--- config.mk ---
export PLATFORM = sky130hd
export DESIGN_NAME = bnf_ram
export DESIGN_NICKNAME = d
export VERILOG_FILES = /design/src/sv/bnf_ram.sv
export SDC_FILE = /design/constraint.sdc
export NUM_CORES = 2
export LEC_CHECK = 0
export BUFFER_PORTS_ARGS = -buffer_cell sky130_fd_sc_hd__buf_2
export CAP_MARGIN = 25
export CORE_MARGIN = 2
export CORE_UTILIZATION = 45
export DETAILED_ROUTE_END_ITERATION = 8
export GPL_TIMING_DRIVEN = 0
export PLACE_DENSITY = 0.6
export SLEW_MARGIN = 20
export SYNTH_ARGS = -nofsm -noshare
export SYNTH_HDL_FRONTEND = slang
export SYNTH_SLANG_ARGS = --single-unit
--- constraint.sdc ---
create_clock -name clk -period 5.7 [get_ports clk]
set_input_delay 0.285 -clock clk [delete_from_list [all_inputs] [get_ports clk]]
set_output_delay 0.285 -clock clk [all_outputs]
set_load 0.01 [all_outputs]
--- src/sv/bnf_ram.sv ---
// ----------------------------------------------------------------------------
// bnf_ram
// Generic single-write, single-read RAM with registered read data.
// ----------------------------------------------------------------------------
module bnf_ram #(
	parameter int WIDTH = 32,
	parameter int DEPTH = 64
) (
	input  logic                             clk,
	input  logic                             we,
	input  logic [$clog2(DEPTH)-1:0]         waddr,
	input  logic [WIDTH-1:0]                 wdata,
	input  logic                             re,
	input  logic [$clog2(DEPTH)-1:0]         raddr,
	output logic [WIDTH-1:0]                 rdata
);
	logic [WIDTH-1:0] mem [DEPTH];

	always_ff @(posedge clk) begin
		if (we) begin
			mem[waddr] <= wdata;
		end
		if (re) begin
			rdata <= mem[raddr];
		end
	end
endmodule

==> flow_metrics.py <==
metrics = {
    "grt": {
        "antenna_found_initial": 22,
        "grt_pass1_wl_um": 328000,
        "track_usage": 0.272,
        "grt_max_degree": 65,
        "grt_pass1_vias": 38700,
        "overflow": 0,
    },
    "timing": {
        "tightest_slew_ps": 1120,
        "rsz0062_at_grt": "false",
        "hold_viol": 1,
        "fin_skew_ps": 30.4,
        "relSlewSlack": 0.250,
        "post-route-min-period_ps": 3960,
        "final.period_utilization": 0.694,
        "fmax_ghz": 0.253,
        "slew_violations": 0,
        "report.final.setup_viol": 0,
        "hold_ws_ps": -8.98,
    },
    "layout": {
        "fin_area_um2": 93100,
        "nets": 3823,
        "drive_above_1_share": 0.312,
        "area_growth_pct": 18.1,
        "final_common_cell": "edfxtp_1",
        "fin_cells": 6281,
        "layout_common_cells": "edfxtp_1 (2080), mux4_2 (544), clkbuf_16 (208)",
    },
    "status": {
        "violations": "negative hold slack",
        "status": "finished with violations",
    },
    "logic_synthesis": {
        "synthesis.nets": 3371,
        "muxShareOfSynthArea": 0.167,
        "synthSimpleGateAreaFrac": 0.0126,
        "ys_types": 33,
        "synthAdderAreaFrac": 0,
        "ys_ff_latch": 2080,
        "yosysWarningCount": 0,
        "syn_area_per_cell_um2": 23.7,
        "netlist_instances": 3324,
        "synth-seq-area-share": 0.792,
        "synth-compound-area-share": 0.0167,
        "synth_top_family_by_area": "multiplexers",
        "synthXorXnorAreaFrac": 0,
        "netlist_area_um2": 78800,
    },
    "clock_network": {
        "cts_tree": "done",
        "numCtsBuffers": 207,
        "root_buffer": "clkbuf_16",
        "clk_pin_slew_ps": 60,
        "cts.sinks": 2080,
        "cts_buffer_depth": 3,
        "clk_latency_ps": 850,
        "htreeDepth": 4,
        "cts-resized-gates": 0,
    },
    "route": {
        "wl_per_cell_um": 38.6,
        "vias": 39800,
        "viasPerCell": 6.34,
        "drc": 0,
        "drt_iter0_markers": 6964,
        "wl_um": 242000,
        "ant_nets": 0,
        "dr.pass1.iters": 8,
    },
    "floorplan": {
        "placementRows": 153,
        "start_util": 0.453,
        "core_area_um2": 174000,
        "dieArea_um2": 179000,
        "die_w_um": 423,
        "io_pins": 79,
        "die_h_um": 423,
    },
    "placement": {
        "numPortBuffers": 70,
        "gp_congestion": 0.886,
        "placed_area_um2": 86300,
        "dp.cells": 5878,
        "place_hpwl_um": 161000,
    },
    "critical_path": {
        "regToRegStartpoint": "mem[31][18]",
        "path_common_cell": "buf_2",
        "crit_type": "input port to flop",
        "critPathLaunchType": "input port",
        "critical-path-top-delay-family": "buffers and inverters",
        "startpoint": "raddr[1]",
        "worst_ep_arrival_time_ps": 4480,
        "critical_path.max_stage_delay_ps": 820,
        "slowest_stage": "buf_1",
        "end_kind": "flop",
        "path_cells": "buf_2, buf_2, buf_2, buf_1, nand3b_1, o221ai_1, a21oi_1, a21oi_1, nor2_1",
        "crit_fanout": 10,
        "critPathRequiredTime_ps": 6230,
        "crit_buf_inv": 4,
    },
    "power": {
        "clkPwrFrac": 0.418,
        "p_int_uw": 25200,
        "p_sw_uw": 7170,
        "power_frac_seq": 0.525,
        "comb_power_share": 0.057,
        "switching_share": 0.221,
        "p_per_area_nw_per_um2": 348,
        "fin_total_pwr_uw": 32400,
        "vdd_ir_drop_max_v": 0.000301,
        "p_leak_uw": 0.0291,
    },
    "min_path": {
        "min_path_type": "input port to flop",
        "hp-start": "wdata[4]",
    },
    "job": {
        "drv_cap": 0,
    },
}
-- path summary, 6_finish.rpt --
path | end | slack [ps] | cells past startpoint
worst max-delay path | rdata[15] | 1740 | 9
worst min-delay path | mem[32][4] | -9 | 1
worst max register to register | rdata[18] | 2850 | 4
worst min register to register | rdata[8] | 1070 | 4
-- registers in the layout, summed over array words and instances (netlist names) --
register and flops:
mem 2048, rdata 32
-- cells in the mapped netlist, drive strengths merged --
master     n  area share
buf      108      0.0077
and2       2     0.00016
nand2     26      0.0012
clkbuf    74      0.0035
nand2b     8     0.00063
or3b       5     0.00056
and3       4     0.00032
nand4b     1     0.00011
nor2b     15      0.0012
o32ai      4     0.00044
o221ai    27      0.0030
a311oi     8     0.00089
or3        3     0.00024
nand4      2     0.00016
edfxtp  2080        0.79
a21oi     62      0.0039
nand3      5     0.00032
o22ai     84      0.0067
a41o       4     0.00051
mux4     544        0.16
nor3       7     0.00044
a22oi     12      0.0011
nand3b     5     0.00048
a31oi      1    0.000079
or2        3     0.00024
mux2i     93       0.012
nor2     137      0.0065
-- timing repair --
| action | 4_1_cts | 5_1_grt |
|---|---|---|
| setup endpoints to repair | 0 | 0 |
| hold buffers | 13 | 0 |
| buffers inserted | 0 | 0 |
| endpoints found under the hold margin | 223 | 0 |
-- per-stage QoR --
step                utilization  setup slack (ps)  TNS [ps]
floorplan                     -              2260         0
global placement          0.472             -1490    -94070
detailed placement        0.496              1040         0
CTS                       0.535              1950         0
global route              0.535              1900         0
finish                    0.535              1740         0
-- metal layers --
metal / GRT usage / up-vias / share of wire
li1: - / 15300 / -
met1: 0.377 / 21400 / 0.37
met5: 0 / - / 0.00035
met2: 0.428 / 2646 / 0.47
met4: 0.104 / 14 / 0.044
met3: 0.0589 / 499 / 0.11
-- power by group through the flow --
| stage | clock [uW] | combinational, uW | sequential [uW] |
|---|---|---|---|
| after floorplan | 0 | 824 | 17300 |
| after global placement | 0 | 1710 | 17300 |
| after detailed placement | 0 | 1820 | 17300 |
| after CTS | 13700 | 1830 | 17000 |
| after global routing | 14300 | 1900 | 17000 |
| final | 13500 | 1850 | 17000 |
-- final cells by class --
cell class | instances | area (um2)
Multi-Input combinational cell | 1062 | 16000
Tap cell | 2325 | 2910
Fill cell | 13000 | 80900
Antenna cell | 4 | 10.0
Buffer | 182 | 907
Sequential cell | 2080 | 62500
Clock inverter | 134 | 1320
Timing Repair Buffer | 243 | 4170
Clock buffer | 251 | 5370
-- worst reg2reg max path: stages (launching register included) --
cell	delay [ps]
edfxtp_1	350
mux4_2	510
mux4_2	580
o22ai_1	770
nor2_1	310
-- cell families (layout without fill, tap and decap cells) --
logic type	after synthesis	count (layout)
and+or+nand+nor	223	223
other	0	4
buffers and inverters	182	810
muxes	637	637
AOI/OAI and AO/OA	202	202
DFF	2080	2080
Note: power is estimated with default switching activity, not from simulation.
