<file path="config.mk">
export PLATFORM = sky130hd
export DESIGN_NAME = bnf_isqrt
export DESIGN_NICKNAME = d
export VERILOG_FILES = /design/src/sv/bnf_pkg.sv /design/src/sv/bnf_isqrt.sv
export SDC_FILE = /design/constraint.sdc
export NUM_CORES = 1
export LEC_CHECK = 0
export BUFFER_PORTS_ARGS = -buffer_cell sky130_fd_sc_hd__buf_2
export CAP_MARGIN = 0
export CORE_ASPECT_RATIO = 1.2
export CORE_MARGIN = 2
export CORE_UTILIZATION = 40
export CTS_CLUSTER_SIZE = 20
export DETAILED_ROUTE_END_ITERATION = 16
export SKIP_CTS_REPAIR_TIMING = 1
export SLEW_MARGIN = 10
export SYNTH_ARGS = -nofsm -noshare
export SYNTH_HDL_FRONTEND = slang
export SYNTH_SLANG_ARGS = --single-unit
</file>
<file path="constraint.sdc">
create_clock -name clk -period 8.4 [get_ports clk]
set_clock_uncertainty 0.2 [all_clocks]
set_input_delay 0.84 -clock clk [delete_from_list [all_inputs] [get_ports clk]]
set_output_delay 0.84 -clock clk [all_outputs]
set_load 0.01 [all_outputs]
</file>
<file path="src/sv/bnf_pkg.sv">
// ----------------------------------------------------------------------------
// bnf_pkg
// Shared types, widths and codes of the batch normalisation forward unit.
// ----------------------------------------------------------------------------
package bnf_pkg;

	localparam int CHANNELS   = 64;
	localparam int CH_W       = (CHANNELS > 1) ? $clog2(CHANNELS) : 1;
	localparam int CHAN_FLD_W = 6;
	localparam int KIND_W     = 3;
	localparam int CFG_IDX_W  = 3;
	localparam int CFG_DATA_W = 21;

	// iterative divider: 57-bit dividend, 32-bit divisor
	localparam int DIV_NUM_W  = 57;
	localparam int DIV_DEN_W  = 32;
	localparam int DIV_CNT_W  = $clog2(DIV_NUM_W);

	// iterative square root: 50-bit radicand, 25-bit root
	localparam int SQRT_IN_W  = 50;
	localparam int SQRT_OUT_W = SQRT_IN_W / 2;
	localparam int SQRT_CNT_W = $clog2(SQRT_OUT_W);

	localparam logic signed [31:0] Q_ONE = 32'sd65536;

	localparam logic [KIND_W-1:0] KIND_LOAD = 3'd0;
	localparam logic [KIND_W-1:0] KIND_SUM  = 3'd1;
	localparam logic [KIND_W-1:0] KIND_MEAN = 3'd2;
	localparam logic [KIND_W-1:0] KIND_SQ   = 3'd3;
	localparam logic [KIND_W-1:0] KIND_VAR  = 3'd4;
	localparam logic [KIND_W-1:0] KIND_NORM = 3'd5;

	localparam logic [CFG_IDX_W-1:0] REG_SAMPLE_COUNT = 3'd0;
	localparam logic [CFG_IDX_W-1:0] REG_MOMENTUM     = 3'd1;
	localparam logic [CFG_IDX_W-1:0] REG_EPSILON      = 3'd2;
	localparam logic [CFG_IDX_W-1:0] REG_TRAIN_MODE   = 3'd3;
	localparam logic [CFG_IDX_W-1:0] REG_BYPASS       = 3'd4;
	localparam logic [CFG_IDX_W-1:0] REG_SCALE_SHIFT  = 3'd5;

	typedef struct packed {
		logic signed [55:0] sum;
		logic signed [31:0] bmean;
		logic signed [31:0] bvar;
		logic signed [31:0] rmean;
		logic signed [31:0] rvar;
		logic signed [31:0] miu;
		logic signed [31:0] inv;
	} stats_row_t;

	typedef struct packed {
		logic signed [31:0] gamma;
		logic signed [31:0] beta;
	} param_row_t;

	localparam int STATS_W = $bits(stats_row_t);
	localparam int PARAM_W = $bits(param_row_t);

endpackage

</file>
<file path="src/sv/bnf_isqrt.sv">
// ----------------------------------------------------------------------------
// bnf_isqrt
// Digit-by-digit integer square root, one root bit per cycle (floor).
// ----------------------------------------------------------------------------
module bnf_isqrt import bnf_pkg::*; (
	input  logic                  clk,
	input  logic                  arst_n,
	input  logic                  start,
	input  logic [SQRT_IN_W-1:0]  x,
	output logic                  done,
	output logic [SQRT_OUT_W-1:0] root
);
	logic                  busy_q;
	logic                  done_q;
	logic [SQRT_CNT_W-1:0] cnt_q;
	logic [SQRT_IN_W-1:0]  xs_q;
	logic [SQRT_OUT_W+1:0] rem_q;
	logic [SQRT_OUT_W-1:0] root_q;
	logic [SQRT_OUT_W+3:0] rem_t;
	logic [SQRT_OUT_W+3:0] trial;
	logic [SQRT_OUT_W+3:0] diff;
	logic                  ge;

	assign rem_t = {rem_q, xs_q[SQRT_IN_W-1 -: 2]};
	assign trial = {2'b00, root_q, 2'b01};
	assign diff  = rem_t - trial;
	assign ge    = rem_t >= trial;

	always_ff @(posedge clk or negedge arst_n) begin
		if (!arst_n) begin
			busy_q <= 1'b0;
			done_q <= 1'b0;
			cnt_q  <= '0;
		end else begin
			done_q <= 1'b0;
			if (start) begin
				busy_q <= 1'b1;
				cnt_q  <= SQRT_CNT_W'(SQRT_OUT_W - 1);
			end else if (busy_q) begin
				if (cnt_q == '0) begin
					busy_q <= 1'b0;
					done_q <= 1'b1;
				end else begin
					cnt_q <= cnt_q - 1'b1;
				end
			end
		end
	end

	always_ff @(posedge clk) begin
		if (start) begin
			xs_q   <= x;
			rem_q  <= '0;
			root_q <= '0;
		end else if (busy_q) begin
			xs_q   <= {xs_q[SQRT_IN_W-3:0], 2'b00};
			rem_q  <= ge ? diff[SQRT_OUT_W+1:0] : rem_t[SQRT_OUT_W+1:0];
			root_q <= {root_q[SQRT_OUT_W-2:0], ge};
		end
	end

	assign done = done_q;
	assign root = root_q;
endmodule

</file>
==> results.md, run 1 <==
- TritonRoute pass-1 iters: 4
- WP data arrival: 3.53 ns
- Std-Cell Rows: 49
- Status: completed
- Fmax: 290 MHz
- CTS root buf: clkbuf_16
- CP Launch Type: flop
- Max-cap viol count: 0
- Total gr overflow: 0
- Setup violators final: 0
- CP required: around 8.5 ns
- Filler cells: 1434
- Routed wl met3: 536 um
- Max-slew violation count: 0
- WHS: 0.0935 ns
- DPL Wire Length: 8670 um
- Share of layout cells above drive strength 1: 25.9%
- Die Ht: 139 um
- Synth warn: 0
- Reg2Reg Capture Point: rem_q[1]
- Starting Density: 40.6%
- Final wirelength: between 10000 and 15000 um
- CTS tree: built
- First-pass GRT wire length: between 20000 and 25000 um
- H-tree Lvls: 3
- Die X-Extent: 116 um
- Worst R2R Path Depth: 11
- Power Density: 342 nW/um^2
- Sink Count: 109
- GRT Resource Usage Total: 16.4%
- Post-route minimum period: 3.45 ns
- DRC: 0
- Via count: 4378
- Reg clk slew, reported paths: about 0.080 ns
- Area growth from synthesis to layout: 14.3%
- Final count of hold timing violations: 0
- Maximum fanout along the worst path: 27
- Cells after Synth: 579
- RD Place Congestion: 0.832
- Final ANT Viol Nets: 0
- Core Area: about 15000 sq um
- Clk_lat worst skew: between 0.3 and 0.4 ns
- Fin crit share: 41.1%
- Initial DRC Count: between 150 and 200
- Clock Tree Buf Depth: 2
- Antenna fix cells: 0
- Drt via density: 5.16
- Vias in the first global route: about 4.5k
- Synth cell types: 59
- IO Pins: 79
- Synth Area per Inst: 10.4 sq um
- Actual transition at the worst max-transition pin: slightly above 0.9 ns
- Worst Path Class, Setup: flop to flop
- Main synth FF type: dfxtp_1
- Layout net count: just over 700
- R2r setup slk: 4.95 ns
- Synthesized area: 6040 sq um
- Setup TNS: 0 ns
- Routed length on met1: 5610 um
- I/O Buffers: 78
- Num CTS Buffers: 9
- Drt wl/cell: 14.6 um
- Number of flops mapped to enable cells by yosys: 50
- Leakage power: between 3 and 4 nW
- Register area share after synthesis: 45.0%
- Pin count of the biggest net entering global routing: between 70 and 80
- Met2 routed WL: 6000 um
- CP endpoint kind: flop
- Uppermost layer routed: met5
- Initial antenna violation count: 1
- Ys async rst share: 6.42%
- Net Count, Synth: 661
- Relative max-transition margin: approximately two fifths
- Worst R2R Start: root[21]
- Min-delay worst type: input port to asynchronous set/reset pin
- #FFs+latches synth: 109
- Peak supply drop: approximately 0.00016 V
- Total die area: 16100 sq um
- Unrepaired setup endpoints after global routing: false
## report_power, final
group	leakage [nW]	internal, mW	switching (mW)	total [mW]
Clock	0.159	0.243	0.216	0.458
Combinational	1.84	0.550	0.654	1.20
Sequential	1.04	0.647	0.0548	0.702
## critical path: stages, from the launching register on
cell and delay, ns:
dfxtp_1 0.38, inv_1 0.06, ha_1 0.39, nand4_1 0.25, nor3_1 0.21, nand4_1 0.14, and3b_4 0.23, a32oi_4 0.27
inv_2 0.19, nor2_8 0.47, mux2_4 0.35, a211oi_2 0.21
## placed cells by master (no fill, tap or decap), drive strengths merged, types with 21 or more instances in the layout
master / count
ha: 29
inv: 42
nand2: 32
dfxtp: 52
o21ai: 21
mux2i: 35
buf: 80
edfxtp: 50
nor2: 64
mux2: 49
a21oi: 25
## flip-flops by register name (all words and copies together) (netlist names)
register,count
xs_q,50
rem_q,27
root,25
cnt_q,5
busy_q,1
done,1
## logic make-up after synthesis
group / synth area share [%]
xor gates and xnor gates: 3.91
and+or+nand+nor: 11.2
muxes: 15.0
DFF: 45.0
buffers and inverters: 4.55
AOI/OAI and AO/OA: 14.4
adders and majority gates: 6.00
## cell type report
cell class | instances | area, sq um | share of cell area (%)
Timing Repair Buffer | 80 | 408 | 5.91
Inverter | 38 | 143 | 2.07
Clock buffer | 9 | 225 | 3.26
Sequential cell | 109 | 2720 | 39.4
Tap cell | 204 | 255 | 3.70
Clock inverter | 7 | 97.6 | 1.41
Multi-Input combinational cell | 401 | 3060 | 44.3
## Yosys cell counts, types with 4 or more instances
cell | instances | area [sq um]
and2_1 | 4 | 25.0
xnor2_1 | 18 | 158
nand4_1 | 6 | 37.5
nand2_1 | 32 | 120
a21o_1 | 15 | 113
mux2_2 | 48 | 541
buf_2 | 4 | 20.0
o21bai_1 | 4 | 30.0
o21ai_0 | 17 | 85.1
ha_1 | 29 | 363
nand3_1 | 15 | 75.1
inv_1 | 35 | 131
dfrtp_1 | 7 | 175
clkbuf_1 | 21 | 78.8
a21oi_1 | 24 | 120
a311oi_1 | 10 | 87.6
a211oi_1 | 11 | 82.6
mux2i_1 | 35 | 350
and3_1 | 4 | 25.0
nor2_1 | 62 | 233
xor2_1 | 9 | 78.8
edfxtp_1 | 50 | 1500
a211oi_2 | 5 | 62.6
dfxtp_1 | 52 | 1040
nor3_1 | 5 | 25.0
o211ai_1 | 4 | 30.0
buf_1 | 4 | 15.0
## stage by stage
stage	instances	total power, mW	utilization [%]	setup slack [ns]	instance area [sq um]
after CTS	848	2.39	46.3	4.89	6900
final	848	2.36	46.4	4.95	6910
after global placement	832	1.91	44.2	4.78	6580
after floorplan	579	1.71	-	4.89	6040
after detailed placement	832	1.92	44.2	4.59	6580
after global routing	848	2.55	46.4	4.72	6910
## metal layers
layer	up-vias	track usage, %
met5	-	0
met4	2	5.26
met3	19	4.41
met2	80	27.0
met1	2065	20.9
li1	2212	-
## worst max-delay path by stage
stage | depth (start not counted) | slack [ns] | end | start
6_report | 11 | 4.95 | rem_q[1] | root[21]
5_1_grt | 11 | 4.72 | rem_q[19] | root[0]
4_1_cts | 11 | 4.89 | rem_q[19] | root[0]
3_5_place_dp | 7 | 4.59 | cnt_q[3] | start
3_3_place_gp | 7 | 4.78 | cnt_q[3] | start
2_1_floorplan | 8 | 4.89 | cnt_q[3] | start
Power figures use the tool's default switching activity.
==> inputs of run 2 (changes only) <==
Clock period 8.4 ns to 3.6 ns, I/O delays scaled along.
==> results.md, run 2 (synthesis results as in run 1) <==
- Num CTS Buffers: 9
- Die X-Extent: between 100 and 150 um
- Fin crit share: 92.8%
- Drt via density: 5.15
- Reg clk slew, reported paths: 0.08 ns
- Total Power: ~5.6 mW
- Final worst slack: 0.259 ns
- Leakage power: 3.06 nW
- Cell count along the critical path: 12
- Worst R2R Path Depth: 12
- Starting Density: approximately two fifths
- Pin count of the biggest net entering global routing: 82
- Actual transition at the worst max-transition pin: roughly 0.93 ns
- Worst Path Class, Setup: flop to flop
- Fin util: 46.6%
- Met1 GRT Util: 21.4%
- Finished Layout Cells: approximately 850
- Area after DPL: 6630 sq um
- Design Area, Final: 6950 sq um
- Initial antenna violation count: 1
- CP Launch Type: flop
- CP endpoint kind: flop
- Clock Tree Buf Depth: 2
- Most flops, register: xs_q
- DRC: 0
- Setup violators final: 0
- Post-route minimum period: 3.34 ns
- Die Ht: 139 um
- Total gr overflow: 0
- Max-cap viol count: 0
- WHS: around 0.091 ns
- CP max-delay cell: ha_1
- Drt wl/cell: roughly 15 um
- Core Area: 14900 sq um
- Final count of hold timing violations: 0
- Cells along the critical path: inv_1 -> ha_1 -> nand4_1 -> nor3_1 -> nand4_1 -> and3b_4 -> a32oi_4 -> inv_2 -> nor2_8 -> buf_4 -> mux2i_1 -> a211oi_1
- Sink Count: 109
- CP required: 3.60 ns
- Total die area: about 16000 sq um
- TritonRoute pass-1 iters: 4
- GRT met2 Usage: around 27%
- Min-delay worst type: input port to flop
- Global route hottest layer: met2
- First-pass GRT wire length: about 22000 um
- Fmax: 299 MHz
- Via count: 4399
- Unrepaired setup endpoints after global routing: false
- Setup TNS: 0 ns
- Power Density: 805 nW/um^2
- I/O Buffers: 78
- DPL Wire Length: between 8000 and 9000 um
- Crit path largest cell delay: 0.41 ns
- Final wirelength: around 13000 um
- Hold Crit Depth: 2
- Largest register FFs: 50
- Met3 global-route usage: under 10%
- Most common cell after layout, fill and taps aside: buf_2
- Most frequent cells in the layout: 77 x buf_2, 62 x nor2_1, 52 x dfxtp_1, 50 x edfxtp_1, 48 x mux2_2
- Clk_lat worst skew: between 0.3 and 0.4 ns
- Share of layout cells above drive strength 1: 26.5%
- H-tree Lvls: 3
- Relative max-transition margin: 38.3%
- Setup WS pre-CTS: 0.197 ns
- Status: completed
- Area growth from synthesis to layout: 15.0%
- Peak supply drop: 0.000342 V
- Initial DRC Count: ~250
- Vias in the first global route: 4517
- CP bufs+invs: 3
- Maximum fanout along the worst path: 17
- Max-slew violation count: 0
- CTS tree: built
- Layout net count: around 730
- GRT Resource Usage Total: 16.6%
- CTS root buf: clkbuf_16
- Most used cell, CP: nand4_1
- Cells after DPL: 837
- Std-Cell Rows: 49
- Cell family with most CP delay: simple AND/OR/NAND/NOR gates
- IO Pins: 79
- RD Place Congestion: ~0.84
- WP data arrival: 3.34 ns
- Final ANT Viol Nets: 0
- Antenna fix cells: 0
run 2: layout make-up:
| type | count | area [sq um] |
|---|---|---|
| Fill cell | 1439 | 7950 |
| Multi-Input combinational cell | 401 | 3060 |
| Sequential cell | 109 | 2720 |
| Timing Repair Buffer | 86 | 468 |
| Tap cell | 204 | 255 |
| Clock buffer | 9 | 225 |
| Inverter | 38 | 143 |
| Clock inverter | 7 | 83.8 |
run 2: final timing paths:
check	start	endpoint	slack, ns
setup / recovery	root[19]	rem_q[10]	0.26
hold / removal	x[1]	xs_q[1]	0.09
setup reg to reg	root[19]	rem_q[10]	0.26
hold reg to reg	rem_q[25]	rem_q[25]	0.29
max in group asynchronous	arst_n	busy_q	2.88
min in group asynchronous	arst_n	done	0.15
run 2: where the power goes:
group | total (mW) | switching, mW | leakage [nW] | internal (mW)
Sequential | 1.64 | 0.128 | 1.04 | 1.51
Combinational | 2.93 | 1.58 | 1.86 | 1.35
Clock | 1.02 | 0.520 | 0.152 | 0.502
Total | 5.59 | 2.23 | 3.06 | 3.36
run 2: layer usage:
metal  vias up  wire length [um]
met1      2071              5720
met5         -                11
met4         2               172
met2        80              6130
li1       2232                 -
met3        14               594
==> inputs of run 3 (changes only) <==
Settings changed: CTS_BUF_LIST set to sky130_fd_sc_hd__clkbuf_4 sky130_fd_sc_hd__clkbuf_8.
Clock period 3.6 ns to 3.9 ns, I/O delays scaled along.
==> results.md, run 3 (synthesis results as in run 1) <==
- Status: completed
- Drt wl/cell: 14.9 um
- CP Launch Point: root[19]
- Initial antenna violation count: 0
- RD Place Congestion: 0.849
- WP data arrival: approximately 3.6 ns
- Setup TNS: 0 ns
- Max-cap viol count: 0
- Relative max-transition margin: a little under two fifths
- WHS Endpoint: xs_q[1]
- IO Pins: 79
- Most common cell after layout, fill and taps aside: buf_2
- Maximum fanout along the worst path: 27
- Hold Crit Depth: 2
- Std-Cell Rows: 49
- DPL Wire Length: 8760 um
- Num CTS Buffers: 9
- Hold path start: x[1]
- Clk_lat worst skew: 0.40 ns
- Design Area, Final: approximately 7000 sq um
- TritonRoute pass-1 iters: 4
- Max-slew violation count: 0
- Area after DPL: 6600 sq um
- Unrepaired setup endpoints after global routing: false
- Total gr overflow: 0
- Power Density: 710 nW/um^2
- Final count of hold timing violations: 0
- Vias in the first global route: roughly 4.4k
- Drt via density: 5.22
- Setup WS pre-CTS: around 0.46 ns
- CP required: 4.02 ns
- Die X-Extent: 116 um
- Share of layout cells above drive strength 1: 26.0%
- Fin util: between 40% and 50%
- Layout net count: 723
- Pin count of the biggest net entering global routing: 106
- Antenna fix cells: 0
- First-pass GRT wire length: about 21000 um
- Largest register FFs: 50
- Reg2Reg Capture Point: rem_q[1]
- Die Ht: 139 um
- Fmax: 288 MHz
- Reg clk slew, reported paths: 0.11 ns
- H-tree Lvls: 3
- Fin crit share: 89.0%
- Worst R2R Start: root[19]
- Final wirelength: ~13000 um
- Leakage power: ~3.0 nW
- Final ANT Viol Nets: 0
- Core Area: around 15000 sq um
- CP endpoint kind: flop
- CTS root buf: clkbuf_8
- Final worst slack: 0.427 ns
- Actual transition at the worst max-transition pin: about 0.9 ns
- Worst R2R Path Depth: 11
- GRT Resource Usage Total: 16.5%
- Starting Density: 40.6%
- Area growth from synthesis to layout: 12.5%
- Initial DRC Count: 224
- Via count: 4434
- Sink Count: 109
- Setup violators final: 0
- R2r setup slk: 0.43 ns
- CP Launch Type: flop
- Most flops, register: xs_q
- Most frequent cells in the layout: 77 x buf_2, 62 x nor2_1, 52 x dfxtp_1, 50 x edfxtp_1, 48 x mux2_2
- Worst Path Class, Setup: flop to flop
- Post-route minimum period: 3.47 ns
- DRC: 0
- Peak supply drop: 0.000310 V
- I/O Buffers: 78
- Total die area: 16100 sq um
- Clock Tree Buf Depth: 2
- CTS tree: built
- Min-delay worst type: input port to flop
==> run 3: worst max-delay path by stage <==
stage,to,slack [ns]
6_report,rem_q[1],0.43
5_1_grt,rem_q[1],0.21
4_1_cts,rem_q[1],0.43
3_5_place_dp,rem_q[1],0.46
3_3_place_gp,rem_q[1],0.65
2_1_floorplan,cnt_q[3],0.84
==> run 3: cell type report <==
cell class                      instances  area [sq um]
Clock inverter                          7          68.8
Sequential cell                       109          2720
Multi-Input combinational cell        401          3050
Inverter                               38           143
Fill cell                            1476          8100
Clock buffer                            9           124
Tap cell                              204           255
Timing Repair Buffer                   82           438
==> run 3: critical path, stage by stage (launching register included) <==
cell,delay (ns)
dfxtp_1,0.39
inv_1,0.06
ha_1,0.40
nand4_1,0.27
nor3_1,0.22
nand4_1,0.14
and3b_4,0.23
a32oi_4,0.28
inv_2,0.18
nor2_8,0.46
mux2_4,0.35
a211oi_2,0.21
==> run 3: per-stage QoR <==
stage	cells	total power, mW	hold WS (ns)
6_report	850	4.83	0.0750
5_1_grt	850	5.21	0.0640
4_1_cts	849	4.86	-0.431
3_5_place_dp	833	4.14	0.0302
3_3_place_gp	833	4.12	0.0275
2_1_floorplan	579	3.68	-0.106
==> run 3: layer usage <==
metal / up-vias / wire length (um) / GRT usage (%)
li1: 2210 / - / -
met5: - / 0 / 0
met3: 12 / 679 / 4.37
met2: 106 / 6120 / 26.5
met4: 0 / 213 / 6.95
met1: 2106 / 5690 / 21.0
==> run 3: where the power goes <==
part           internal (mW)  switching, mW
sequential              1.39          0.120
combinational           1.19           1.43
clock                  0.254          0.446
total                   2.83           2.00
