`src/sv/bnf_pkg.sv`:
```
// ----------------------------------------------------------------------------
// bnf_pkg
// Shared types, widths and codes of the batch normalisation forward unit.
// ----------------------------------------------------------------------------
package bnf_pkg;

	localparam int CHANNELS   = 64;
	localparam int CH_W       = (CHANNELS > 1) ? $clog2(CHANNELS) : 1;
	localparam int CHAN_FLD_W = 6;
	localparam int KIND_W     = 3;
	localparam int CFG_IDX_W  = 3;
	localparam int CFG_DATA_W = 21;

	// iterative divider: 57-bit dividend, 32-bit divisor
	localparam int DIV_NUM_W  = 57;
	localparam int DIV_DEN_W  = 32;
	localparam int DIV_CNT_W  = $clog2(DIV_NUM_W);

	// iterative square root: 50-bit radicand, 25-bit root
	localparam int SQRT_IN_W  = 50;
	localparam int SQRT_OUT_W = SQRT_IN_W / 2;
	localparam int SQRT_CNT_W = $clog2(SQRT_OUT_W);

	localparam logic signed [31:0] Q_ONE = 32'sd65536;

	localparam logic [KIND_W-1:0] KIND_LOAD = 3'd0;
	localparam logic [KIND_W-1:0] KIND_SUM  = 3'd1;
	localparam logic [KIND_W-1:0] KIND_MEAN = 3'd2;
	localparam logic [KIND_W-1:0] KIND_SQ   = 3'd3;
	localparam logic [KIND_W-1:0] KIND_VAR  = 3'd4;
	localparam logic [KIND_W-1:0] KIND_NORM = 3'd5;

	localparam logic [CFG_IDX_W-1:0] REG_SAMPLE_COUNT = 3'd0;
	localparam logic [CFG_IDX_W-1:0] REG_MOMENTUM     = 3'd1;
	localparam logic [CFG_IDX_W-1:0] REG_EPSILON      = 3'd2;
	localparam logic [CFG_IDX_W-1:0] REG_TRAIN_MODE   = 3'd3;
	localparam logic [CFG_IDX_W-1:0] REG_BYPASS       = 3'd4;
	localparam logic [CFG_IDX_W-1:0] REG_SCALE_SHIFT  = 3'd5;

	typedef struct packed {
		logic signed [55:0] sum;
		logic signed [31:0] bmean;
		logic signed [31:0] bvar;
		logic signed [31:0] rmean;
		logic signed [31:0] rvar;
		logic signed [31:0] miu;
		logic signed [31:0] inv;
	} stats_row_t;

	typedef struct packed {
		logic signed [31:0] gamma;
		logic signed [31:0] beta;
	} param_row_t;

	localparam int STATS_W = $bits(stats_row_t);
	localparam int PARAM_W = $bits(param_row_t);

endpackage

```
`src/sv/bnf_div.sv`:
```
// ----------------------------------------------------------------------------
// bnf_div
// Restoring unsigned divider, one quotient bit per cycle.
// ----------------------------------------------------------------------------
module bnf_div import bnf_pkg::*; (
	input  logic                 clk,
	input  logic                 arst_n,
	input  logic                 start,
	input  logic [DIV_NUM_W-1:0] num,
	input  logic [DIV_DEN_W-1:0] den,
	output logic                 done,
	output logic [DIV_NUM_W-1:0] quo
);
	logic                 busy_q;
	logic                 done_q;
	logic [DIV_CNT_W-1:0] cnt_q;
	logic [DIV_NUM_W-1:0] quo_q;
	logic [DIV_DEN_W-1:0] rem_q;
	logic [DIV_DEN_W-1:0] den_q;
	logic [DIV_DEN_W:0]   rem_t;
	logic [DIV_DEN_W:0]   diff;
	logic                 ge;

	assign rem_t = {rem_q, quo_q[DIV_NUM_W-1]};
	assign diff  = rem_t - {1'b0, den_q};
	assign ge    = rem_t >= {1'b0, den_q};

	always_ff @(posedge clk or negedge arst_n) begin
		if (!arst_n) begin
			busy_q <= 1'b0;
			done_q <= 1'b0;
			cnt_q  <= '0;
		end else begin
			done_q <= 1'b0;
			if (start) begin
				busy_q <= 1'b1;
				cnt_q  <= DIV_CNT_W'(DIV_NUM_W - 1);
			end else if (busy_q) begin
				if (cnt_q == '0) begin
					busy_q <= 1'b0;
					done_q <= 1'b1;
				end else begin
					cnt_q <= cnt_q - 1'b1;
				end
			end
		end
	end

	always_ff @(posedge clk) begin
		if (start) begin
			quo_q <= num;
			rem_q <= '0;
			den_q <= den;
		end else if (busy_q) begin
			quo_q <= {quo_q[DIV_NUM_W-2:0], ge};
			rem_q <= ge ? diff[DIV_DEN_W-1:0] : rem_t[DIV_DEN_W-1:0];
		end
	end

	assign done = done_q;
	assign quo  = quo_q;
endmodule

```
`config.mk`:
```
export PLATFORM = sky130hd
export DESIGN_NAME = bnf_div
export DESIGN_NICKNAME = d
export VERILOG_FILES = /design/src/sv/bnf_pkg.sv /design/src/sv/bnf_div.sv
export SDC_FILE = /design/constraint.sdc
export NUM_CORES = 1
export LEC_CHECK = 0
export BUFFER_PORTS_ARGS = -buffer_cell sky130_fd_sc_hd__buf_2
export CAP_MARGIN = 20
export CORE_UTILIZATION = 60
export CTS_CLUSTER_SIZE = 10
export DETAILED_ROUTE_END_ITERATION = 6
export HOLD_SLACK_MARGIN = 0.05
export MAX_ROUTING_LAYER = met4
export PLACE_DENSITY = 0.86
export SLEW_MARGIN = 20
export SYNTH_ARGS = -nofsm -noshare
export SYNTH_HDL_FRONTEND = slang
export SYNTH_SLANG_ARGS = --single-unit
export TNS_END_PERCENT = 1
```
`constraint.sdc`:
```
create_clock -name clk -period 8 [get_ports clk]
set_clock_uncertainty 0.1 [all_clocks]
set_input_delay 2.4 -clock clk [delete_from_list [all_inputs] [get_ports clk]]
set_output_delay 2.4 -clock clk [all_outputs]
set_load 0.1 [all_outputs]
```
==> metrics.cfg, run 1 <==
[run_status]
status=finished with violations
violations=DRC

[global_route]
grt_pass1_vias=5623
grt_util_all_layers=0.2954
antenna_found_initial=2
globalRouteOverflowTotal=0
grt_pass1_wl_mm=27.63
grt_max_degree=76

[synthesis]
synth_top_family_by_area=compound AO/OA/AOI/OAI gates
synth-simple-area-share=0.09328
ys_seq_elements=129
synthMuxAreaShare=0.1237
syn_nets=768
synth-main-ff-cell=edfxtp_1
synthArstFlopShare=0.06202
synthAdderAreaFrac=0.06184
synth-edff-count=89
synthXorXnorAreaFrac=0.03769
syn_area_per_cell_um2=11.24
synth.top_cell.area_share=0.3710
synth.area.top_cells=edfxtp_1 (37%), dfxtp_1 (8.9%), mux2_2 (8.8%)
synth_cell_types=70
synth-warning-count=0
yosysSeqAreaShare=0.4878
synth-compound-area-share=0.1471
yosys.area.top_type=edfxtp_1
netlist_instances=641
netlist_area_um2=7203

[drt]
detailedRoute.firstIterationViolations=305
wl_per_cell_um=18.36
via_per_inst=5.969
drtPass1Iterations=7
drc=6
ant_nets=0
routed_wl_mm=17.17
via_count=5581

[job]
timing.max_cap.violations=0

[power_and_ir_drop]
report.power.total_mw=2.038
power-per-cell-area_nw_per_um2=237.2
p_leak_nw=3.970
peakVddDrop_uv=287.7

[hold_path]
min-delay-start=rem_q[30]
min_path_type=register to register
min_path_cells=2
whs_endpoint=rem_q[30]

[placement]
port_buffers=149
post-place-ws_ns=3.271
gp_congestion=0.9501
placed_area_um2=7979
place_hpwl_mm=11.63

[sta]
max_freq_ghz=0.2156
fin_crit_sh=0.5797
setup_tns_ns=0
slew-limit-headroom=0.3000
worst_slack_ns=3.362
rsz0062_at_grt=no
finalHoldViolCount=0
whs_ns=0.3870
fin_crit_ns=4.638
slew_violations=0
worst_pin_slew_ns=1.046
setup-violations-final=0

[finish]
fin_area_um2=8593
fill_cells=757
fin_nets=904
drive_gt1_frac=0.3266
area_delta_synth_final_pct=19.30

[setup_path]
crit_start=start
reg2reg_to=rem_q[1]
r2r_start=den_q[26]
reg2reg_depth=10
critPathSlowestCell=clkinv_2
endpoint_kind=register
crit_path_start_kind=input pin
crit_buf_inv=2
rrSetupSlack_ns=4.35
cp_max_fo=57
cp.required_ns=7.77
slowest_delay_ns=0.98
arrival_ns=4.41
path_cells=buf_4 > nor2_1 > clkinv_2
cpLargestDelayFamily=buffers and inverters
critical_path_class=input pin to register

[clock_tree]
clk_pin_slew_ns=0.06
htreeDepth=4
cts_tree=done
root_buffer=clkbuf_16
cts_max_path_buffers=2
cts_inserted_buffers=17
post-cts-setup-buffers=0
cts.repair.resized=0
clk_latency_ns=0.43
ctsHoldBuffers=0
cts.sinks=129

[floorplan]
dieArea_um2=12450
die_w_um=111.6
core_area_um2=11560
io_pins=150
initial_utilization=0.6228
die_h_um=111.6
rows=39

## worst max path at each step
stage / end / cells past startpoint
2_1_floorplan: quo[0] / 3
3_3_place_gp: quo[1] / 3
3_5_place_dp: quo[5] / 3
4_1_cts: cnt_q[5] / 6
5_1_grt: quo[7] / 3
6_report: quo[7] / 3
## stage by stage
stage | utilization | instances
global placement | 0.6899 | 901
global route | 0.7430 | 935
finish | 0.7430 | 935
CTS | 0.7425 | 933
floorplan | - | 641
detailed placement | 0.6899 | 901
## kinds of logic after synthesis
kind of cell	Yosys count
AO/OA/AOI/OAI	144
XOR/XNOR	31
adder cells (fa/ha/maj)	35
buffers and inverters	83
flip-flops	129
multiplexers	82
AND/OR/NAND/NOR	137
## worst register-to-register path, cell delays in order (launching register included)
cell and delay, ns:
edfxtp_1 0.32, inv_1 0.04, ha_1 0.42, nand3_1 0.22, nor4_2 0.41, and4_1 0.27, a31o_1 0.16, o21bai_2 0.16
nand2_2 0.62, or4b_1 0.72, o311ai_0 0.11
## final cells by class
| type | instances | area (µm²) | share of cell area |
|---|---|---|---|
| well taps | 143 | 178.9 | 0.02082 |
| repair buffers | 151 | 763.2 | 0.08882 |
| diodes | 2 | 5.005 | 0.0005824 |
| clock inverters | 14 | 178.9 | 0.02082 |
| flip-flops and latches | 129 | 3513 | 0.4089 |
| inverters | 49 | 185.2 | 0.02155 |
| multi-input cells | 429 | 3339 | 0.3886 |
| clock buffers | 18 | 429.2 | 0.04994 |
## synthesized netlist by cell type (6+ instances only)
library cell,number
mux2i_1,26
mux2_2,56
xor2_1,11
o21ai_0,20
nand3_1,11
nor3_1,6
o21bai_1,8
nand2b_1,6
nand4_1,8
ha_1,34
edfxtp_1,89
dfxtp_1,32
clkbuf_1,21
o31ai_1,7
a211oi_1,27
nor2_1,47
a31oi_1,8
a21oi_1,33
xnor2_1,20
buf_2,6
a21o_1,10
inv_1,49
dfrtp_1,8
nand2_1,32
## cell usage in the layout (no fill, tap or decap), types with 3 or more instances in the layout
cell / instances
clkbuf_16: 17
dfxtp_1: 32
mux2i_1: 26
and3_1: 3
or3_1: 3
buf_2: 148
edfxtp_1: 89
nor2_1: 47
mux2_2: 56
o21bai_1: 8
a21o_1: 10
nor4_1: 3
o31ai_1: 7
a31oi_1: 8
nand2_1: 32
nand3_1: 11
clkinv_2: 3
a211oi_1: 27
o21ai_0: 20
inv_6: 4
buf_4: 3
xnor2_1: 20
xor2_1: 11
bufinv_16: 3
dfrtp_1: 8
nand4_1: 8
nand2b_1: 6
nor3_1: 6
inv_1: 48
a21oi_1: 33
ha_1: 34
## sequential cells by signal (all words and copies together) (netlist names)
register  count
quo          57
den_q        32
rem_q        32
cnt_q         6
busy_q        1
done          1
## metal layers
layer | vias to the layer above | wire [µm] | track usage
li1 | 2649 | - | -
met1 | 2648 | 6598 | 0.3099
met2 | 237 | 8751 | 0.4996
met3 | 47 | 1218 | 0.08873
met4 | 0 | 601 | 0.1595
met5 | - | 0 | -
## where the power goes
part,switching [mW],internal (mW),total [mW],leakage [nW]
logic,0.331,0.102,0.432,2.41
registers,0.0286,0.770,0.798,1.26
clock network,0.313,0.495,0.808,0.294
Note: power is estimated with default switching activity, not from simulation.
==> inputs of run 2 (changes only) <==
--- a/config.mk
+++ b/config.mk
@@ -7,12 +7,12 @@
 export LEC_CHECK = 0
 export BUFFER_PORTS_ARGS = -buffer_cell sky130_fd_sc_hd__buf_2
 export CAP_MARGIN = 20
-export CORE_UTILIZATION = 60
+export CORE_UTILIZATION = 55
 export CTS_CLUSTER_SIZE = 10
 export DETAILED_ROUTE_END_ITERATION = 6
 export HOLD_SLACK_MARGIN = 0.05
 export MAX_ROUTING_LAYER = met4
-export PLACE_DENSITY = 0.86
+export PLACE_DENSITY = 0.8
 export SLEW_MARGIN = 20
 export SYNTH_ARGS = -nofsm -noshare
 export SYNTH_HDL_FRONTEND = slang
==> constraint.sdc (replaced) <==
create_clock -name clk -period 4.6 [get_ports clk]
set_clock_uncertainty 0.1 [all_clocks]
set_input_delay 1.38 -clock clk [delete_from_list [all_inputs] [get_ports clk]]
set_output_delay 1.38 -clock clk [all_outputs]
set_load 0.1 [all_outputs]
==> run 2 against run 1 <==
Net effect:
- the flow now finishes without violations
- final cell count grew 3.3%
- setup slack lost 2.2 ns
- design area grew 0.13%
- via count shrank 0.45%
- critical path depth grew 9
- wire length shrank 0.37%
- clock power grew 61%
- critical path type is now register to register
- largest power group is now sequential cells
==> metrics.cfg, run 2 (synthesis gave the netlist of run 1 again) <==
[clock_tree]
cts_max_path_buffers=2
clk_pin_slew_ns=0.06
cts.sinks=129
clk_latency_ns=0.43
htreeDepth=4
cts_inserted_buffers=17
cts_tree=done
cts.repair.resized=0
post-cts-setup-buffers=0
root_buffer=clkbuf_16
ctsHoldBuffers=0

[finish]
drive_gt1_frac=0.3287
largest_reg_flops=57
multi_input_area_um2=3339
diodes=0
area_delta_synth_final_pct=19.45
seq_area_um2=3513
final_cell_mix=buf_2 (148), edfxtp_1 (89), mux2_2 (56)
fin_nets=908
fill_cells=933
final_common_cell=buf_2

[floorplan]
die_h_um=116.4
rows=41
dieArea_um2=13560
io_pins=150
initial_utilization=0.5685
core_area_um2=12670
die_w_um=116.4

[sta]
max_freq_ghz=0.2912
finalHoldViolCount=0
slew-limit-headroom=0.4742
whs_ns=0.3970
worst_pin_slew_ns=0.7858
setup_tns_ns=0
slew_violations=0
rsz0062_at_grt=no
fin_crit_ns=3.434
setup-violations-final=0
fin_crit_sh=0.7464

[drt]
detailedRoute.firstIterationViolations=407
routed_wl_mm=17.11
drtPass1Iterations=7
via_per_inst=5.752
wl_per_cell_um=17.71
ant_nets=0
via_count=5556
drc=0

[global_route]
grt_pass1_wl_mm=27.46
grt_pass1_vias=5623
grt_util_all_layers=0.2777
grt_max_degree=53
antenna_found_initial=0
globalRouteOverflowTotal=0

[setup_path]
arrival_ns=3.61
critPathSlowestCell=nand2_2
rrSetupSlack_ns=1.17
slowest_delay_ns=0.59
path_cells=inv_1 > ha_1 > a21oi_1 > o21ai_0 > a2111oi_4 > o311ai_4 > nand3_1 > nand3_2 > nand2_2 > buf_4 > mux2i_1 > a211oi_1
cp_max_fo=28
cp.required_ns=4.77
crit_path_start_kind=register
critical_path_class=register to register
endpoint_kind=register

[power_and_ir_drop]
power-per-cell-area_nw_per_um2=398.7
peakVddDrop_uv=374.0
p_leak_nw=3.955

[placement]
port_buffers=149
gp_congestion=1.012
place_hpwl_mm=12.27

[hold_path]
min_path_type=register to register

[job]
timing.max_cap.violations=0

[run_status]
status=finished clean

run 2: layout make-up:
type	instances	share of cell area
Clock buffer	19	0.05031
Clock inverter	13	0.01469
Inverter	49	0.02138
Multi-Input combinational cell	429	0.3881
Sequential cell	129	0.4083
Tap cell	172	0.02501
Timing Repair Buffer	155	0.09219
run 2: layer usage:
| layer | track usage | share of wire | vias to the layer above |
|---|---|---|---|
| met2 | 0.4505 | 0.49 | 241 |
| met5 | - | 0 | - |
| met1 | 0.3275 | 0.41 | 2615 |
| met4 | 0.1162 | 0.022 | 0 |
| met3 | 0.07213 | 0.080 | 37 |
| li1 | - | - | 2663 |
run 2: final timing paths:
check	startpoint	cells past startpoint	endpoint
min in group asynchronous	arst_n	1	done
worst min-delay path	rem_q[2]	2	rem_q[2]
max in group asynchronous	arst_n	1	cnt_q[0]
worst max-delay path	den_q[16]	12	rem_q[13]
worst min register to register	rem_q[2]	2	rem_q[2]
worst max register to register	den_q[16]	12	rem_q[13]
run 2: worst max-delay path: cells and delay by family (launching register included):
family                     cells  cell delay (ns)
muxes                          1             0.24
buffers and inverters          2             0.44
AOI/OAI and AO/OA              5             1.00
and+or+nand+nor                3             0.85
adders and majority gates      1             0.29
DFF                            1             0.36
run 2: per-stage QoR:
| step | std cells | utilization | total power [mW] | worst slack, ns | cell area [µm²] |
|---|---|---|---|---|---|
| after floorplan | 641 | - | 1.994 | 1.343 | 7203 |
| after global placement | 934 | 0.6349 | 2.134 | 1.216 | 8045 |
| after detailed placement | 934 | 0.6349 | 2.150 | 1.130 | 8045 |
| after CTS | 966 | 0.6791 | 3.450 | 1.210 | 8605 |
| after global routing | 966 | 0.6791 | 3.538 | 0.9733 | 8605 |
| final | 966 | 0.6791 | 3.431 | 1.166 | 8605 |
run 2: power by group:
| part | internal, mW | switching [mW] |
|---|---|---|
| clock | 0.752 | 0.546 |
| combinational | 0.177 | 0.570 |
| sequential | 1.34 | 0.0473 |
==> inputs of run 3 (changes only) <==
--- a/config.mk
+++ b/config.mk
@@ -7,12 +7,12 @@
 export LEC_CHECK = 0
 export BUFFER_PORTS_ARGS = -buffer_cell sky130_fd_sc_hd__buf_2
 export CAP_MARGIN = 20
-export CORE_UTILIZATION = 55
+export CORE_UTILIZATION = 50
 export CTS_CLUSTER_SIZE = 10
 export DETAILED_ROUTE_END_ITERATION = 6
 export HOLD_SLACK_MARGIN = 0.05
 export MAX_ROUTING_LAYER = met4
-export PLACE_DENSITY = 0.8
+export PLACE_DENSITY = 0.77
 export SLEW_MARGIN = 20
 export SYNTH_ARGS = -nofsm -noshare
 export SYNTH_HDL_FRONTEND = slang
==> constraint.sdc (replaced) <==
create_clock -name clk -period 2.9 [get_ports clk]
set_clock_uncertainty 0.1 [all_clocks]
set_input_delay 0.87 -clock clk [delete_from_list [all_inputs] [get_ports clk]]
set_output_delay 0.87 -clock clk [all_outputs]
set_load 0.1 [all_outputs]
==> run 3 against run 2 <==
Net effect:
- sequential share of layout area down 1.4 points
- wire length down 1.3%
- via count down 1.0%
==> metrics.cfg, run 3 (synthesis gave the netlist of run 1 again) <==
[placement]
post-place-ws_ns=0.005222
place_hpwl_mm=12.11
gp_congestion=0.9171
placed_area_um2=8234
port_buffers=149

[global_route]
grt_pass1_wl_mm=26.46
grt_util_all_layers=0.2388
antenna_found_initial=1
globalRouteOverflowTotal=0
grt_max_degree=119
grt_pass1_vias=5481

[clock_tree]
ctsHoldBuffers=0
clk_latency_ns=0.43
cts_max_path_buffers=2
cts.sinks=129
cts_tree=done
root_buffer=clkbuf_16
htreeDepth=4
clk_pin_slew_ns=0.06
cts_inserted_buffers=17

[sta]
fin_crit_sh=0.9739
worst_slack_ns=0.07583
slew_violations=0
max_freq_ghz=0.3541
setup-violations-final=0
worst_pin_slew_ns=0.7347
fin_crit_ns=2.824
finalHoldViolCount=0
slew-limit-headroom=0.5102
whs_ns=0.1773

[finish]
area_delta_synth_final_pct=23.80
largest_reg_flops=57
drive_gt1_frac=0.3597
multi_input_area_um2=3456
final_cell_mix=buf_2 (148), edfxtp_1 (89), mux2_2 (56)
fill_cells=1111
seq_area_um2=3513
fin_nets=923
final_util=0.6375
fin_area_um2=8917
final_common_cell=buf_2

[floorplan]
die_h_um=122.0
dieArea_um2=14890
initial_utilization=0.5149
rows=43
die_w_um=122.0
core_area_um2=13990
io_pins=150

[power_and_ir_drop]
report.power.total_mw=5.580
p_leak_nw=4.074
peakVddDrop_uv=524.2
power-per-cell-area_nw_per_um2=625.7

[setup_path]
cp.required_ns=3.09
critical_path_class=register to register
crit_path_start_kind=register
endpoint_kind=register
arrival_ns=3.02
cp_max_fo=7
reg2reg_depth=11

[drt]
ant_nets=0
detailedRoute.firstIterationViolations=392
wl_per_cell_um=17.05
drc=0
routed_wl_mm=16.88
via_per_inst=5.556
drtPass1Iterations=5
via_count=5500

[hold_path]
min_path_type=input pin to asynchronous set/reset pin

[job]
timing.max_cap.violations=0

[run_status]
status=finished clean

## run 3: cell count changes in the layout (fill, tap and decap cells not counted), moves of 3 or more
cell,change
ha_2,+5
buf_12,+3
inv_6,-4
buf_4,+12
ha_1,-6
clkinv_1,+3
## run 3: area by class of cell
cell class                      instances  share of cell area
Tap cell                              180             0.02526
Clock buffer                           19             0.04855
Clock inverter                         13             0.01796
Multi-Input combinational cell        429              0.3875
Sequential cell                       129              0.3940
Timing Repair Buffer                  170              0.1058
Inverter                               49             0.02063
Antenna cell                            1           0.0002806
## run 3: report_power, final
part	switching, mW	internal (mW)	total [mW]
Sequential	0.0730	2.12	2.20
Clock	0.826	1.35	2.18
Combinational	0.907	0.300	1.21
Total	1.81	3.77	5.58
## run 3: per-stage QoR
| stage | TNS [ns] | std cells |
|---|---|---|
| finish | 0 | 990 |
| global route | -0.007554 | 990 |
| CTS | 0 | 988 |
| detailed placement | 0 | 956 |
| global placement | 0 | 956 |
| floorplan | -1.123 | 641 |
## run 3: path summary, 6_finish.rpt
kind	from	endpoint	slack, ns
min in group clk	rem_q[9]	rem_q[9]	0.40
max in group asynchronous	arst_n	cnt_q[5]	2.35
hold reg to reg	rem_q[9]	rem_q[9]	0.40
setup reg to reg	den_q[9]	rem_q[28]	0.08
hold / removal	arst_n	busy_q	0.18
setup / recovery	den_q[9]	rem_q[28]	0.08
## run 3: per-layer routing
layer  track usage  wire length (µm)  vias to the layer above  share of wire
met5             -                 0                        -              0
met4       0.09722               448                        0          0.027
met3       0.05431              1061                       26          0.063
met2        0.3810              8111                      187           0.48
met1        0.2914              7254                     2609           0.43
li1              -                 -                     2678              -
## run 3: worst max-delay path: stages, from the launching register on
cell      delay [ns]
edfxtp_1        0.37
inv_1           0.07
ha_2            0.31
a21o_1          0.22
a31oi_1         0.20
o221ai_1        0.25
a211oi_1        0.45
nor2_1          0.19
nor4_1          0.22
a21oi_1         0.07
o21ai_0         0.13
o311ai_1        0.12
## run 3: timing repair
| action | in CTS | in global routing |
|---|---|---|
| setup endpoints to repair | 2 | 26 |
| pin swaps | 1 | 5 |
| buffers inserted | 0 | 1 |
| gates resized for setup | 0 | 18 |
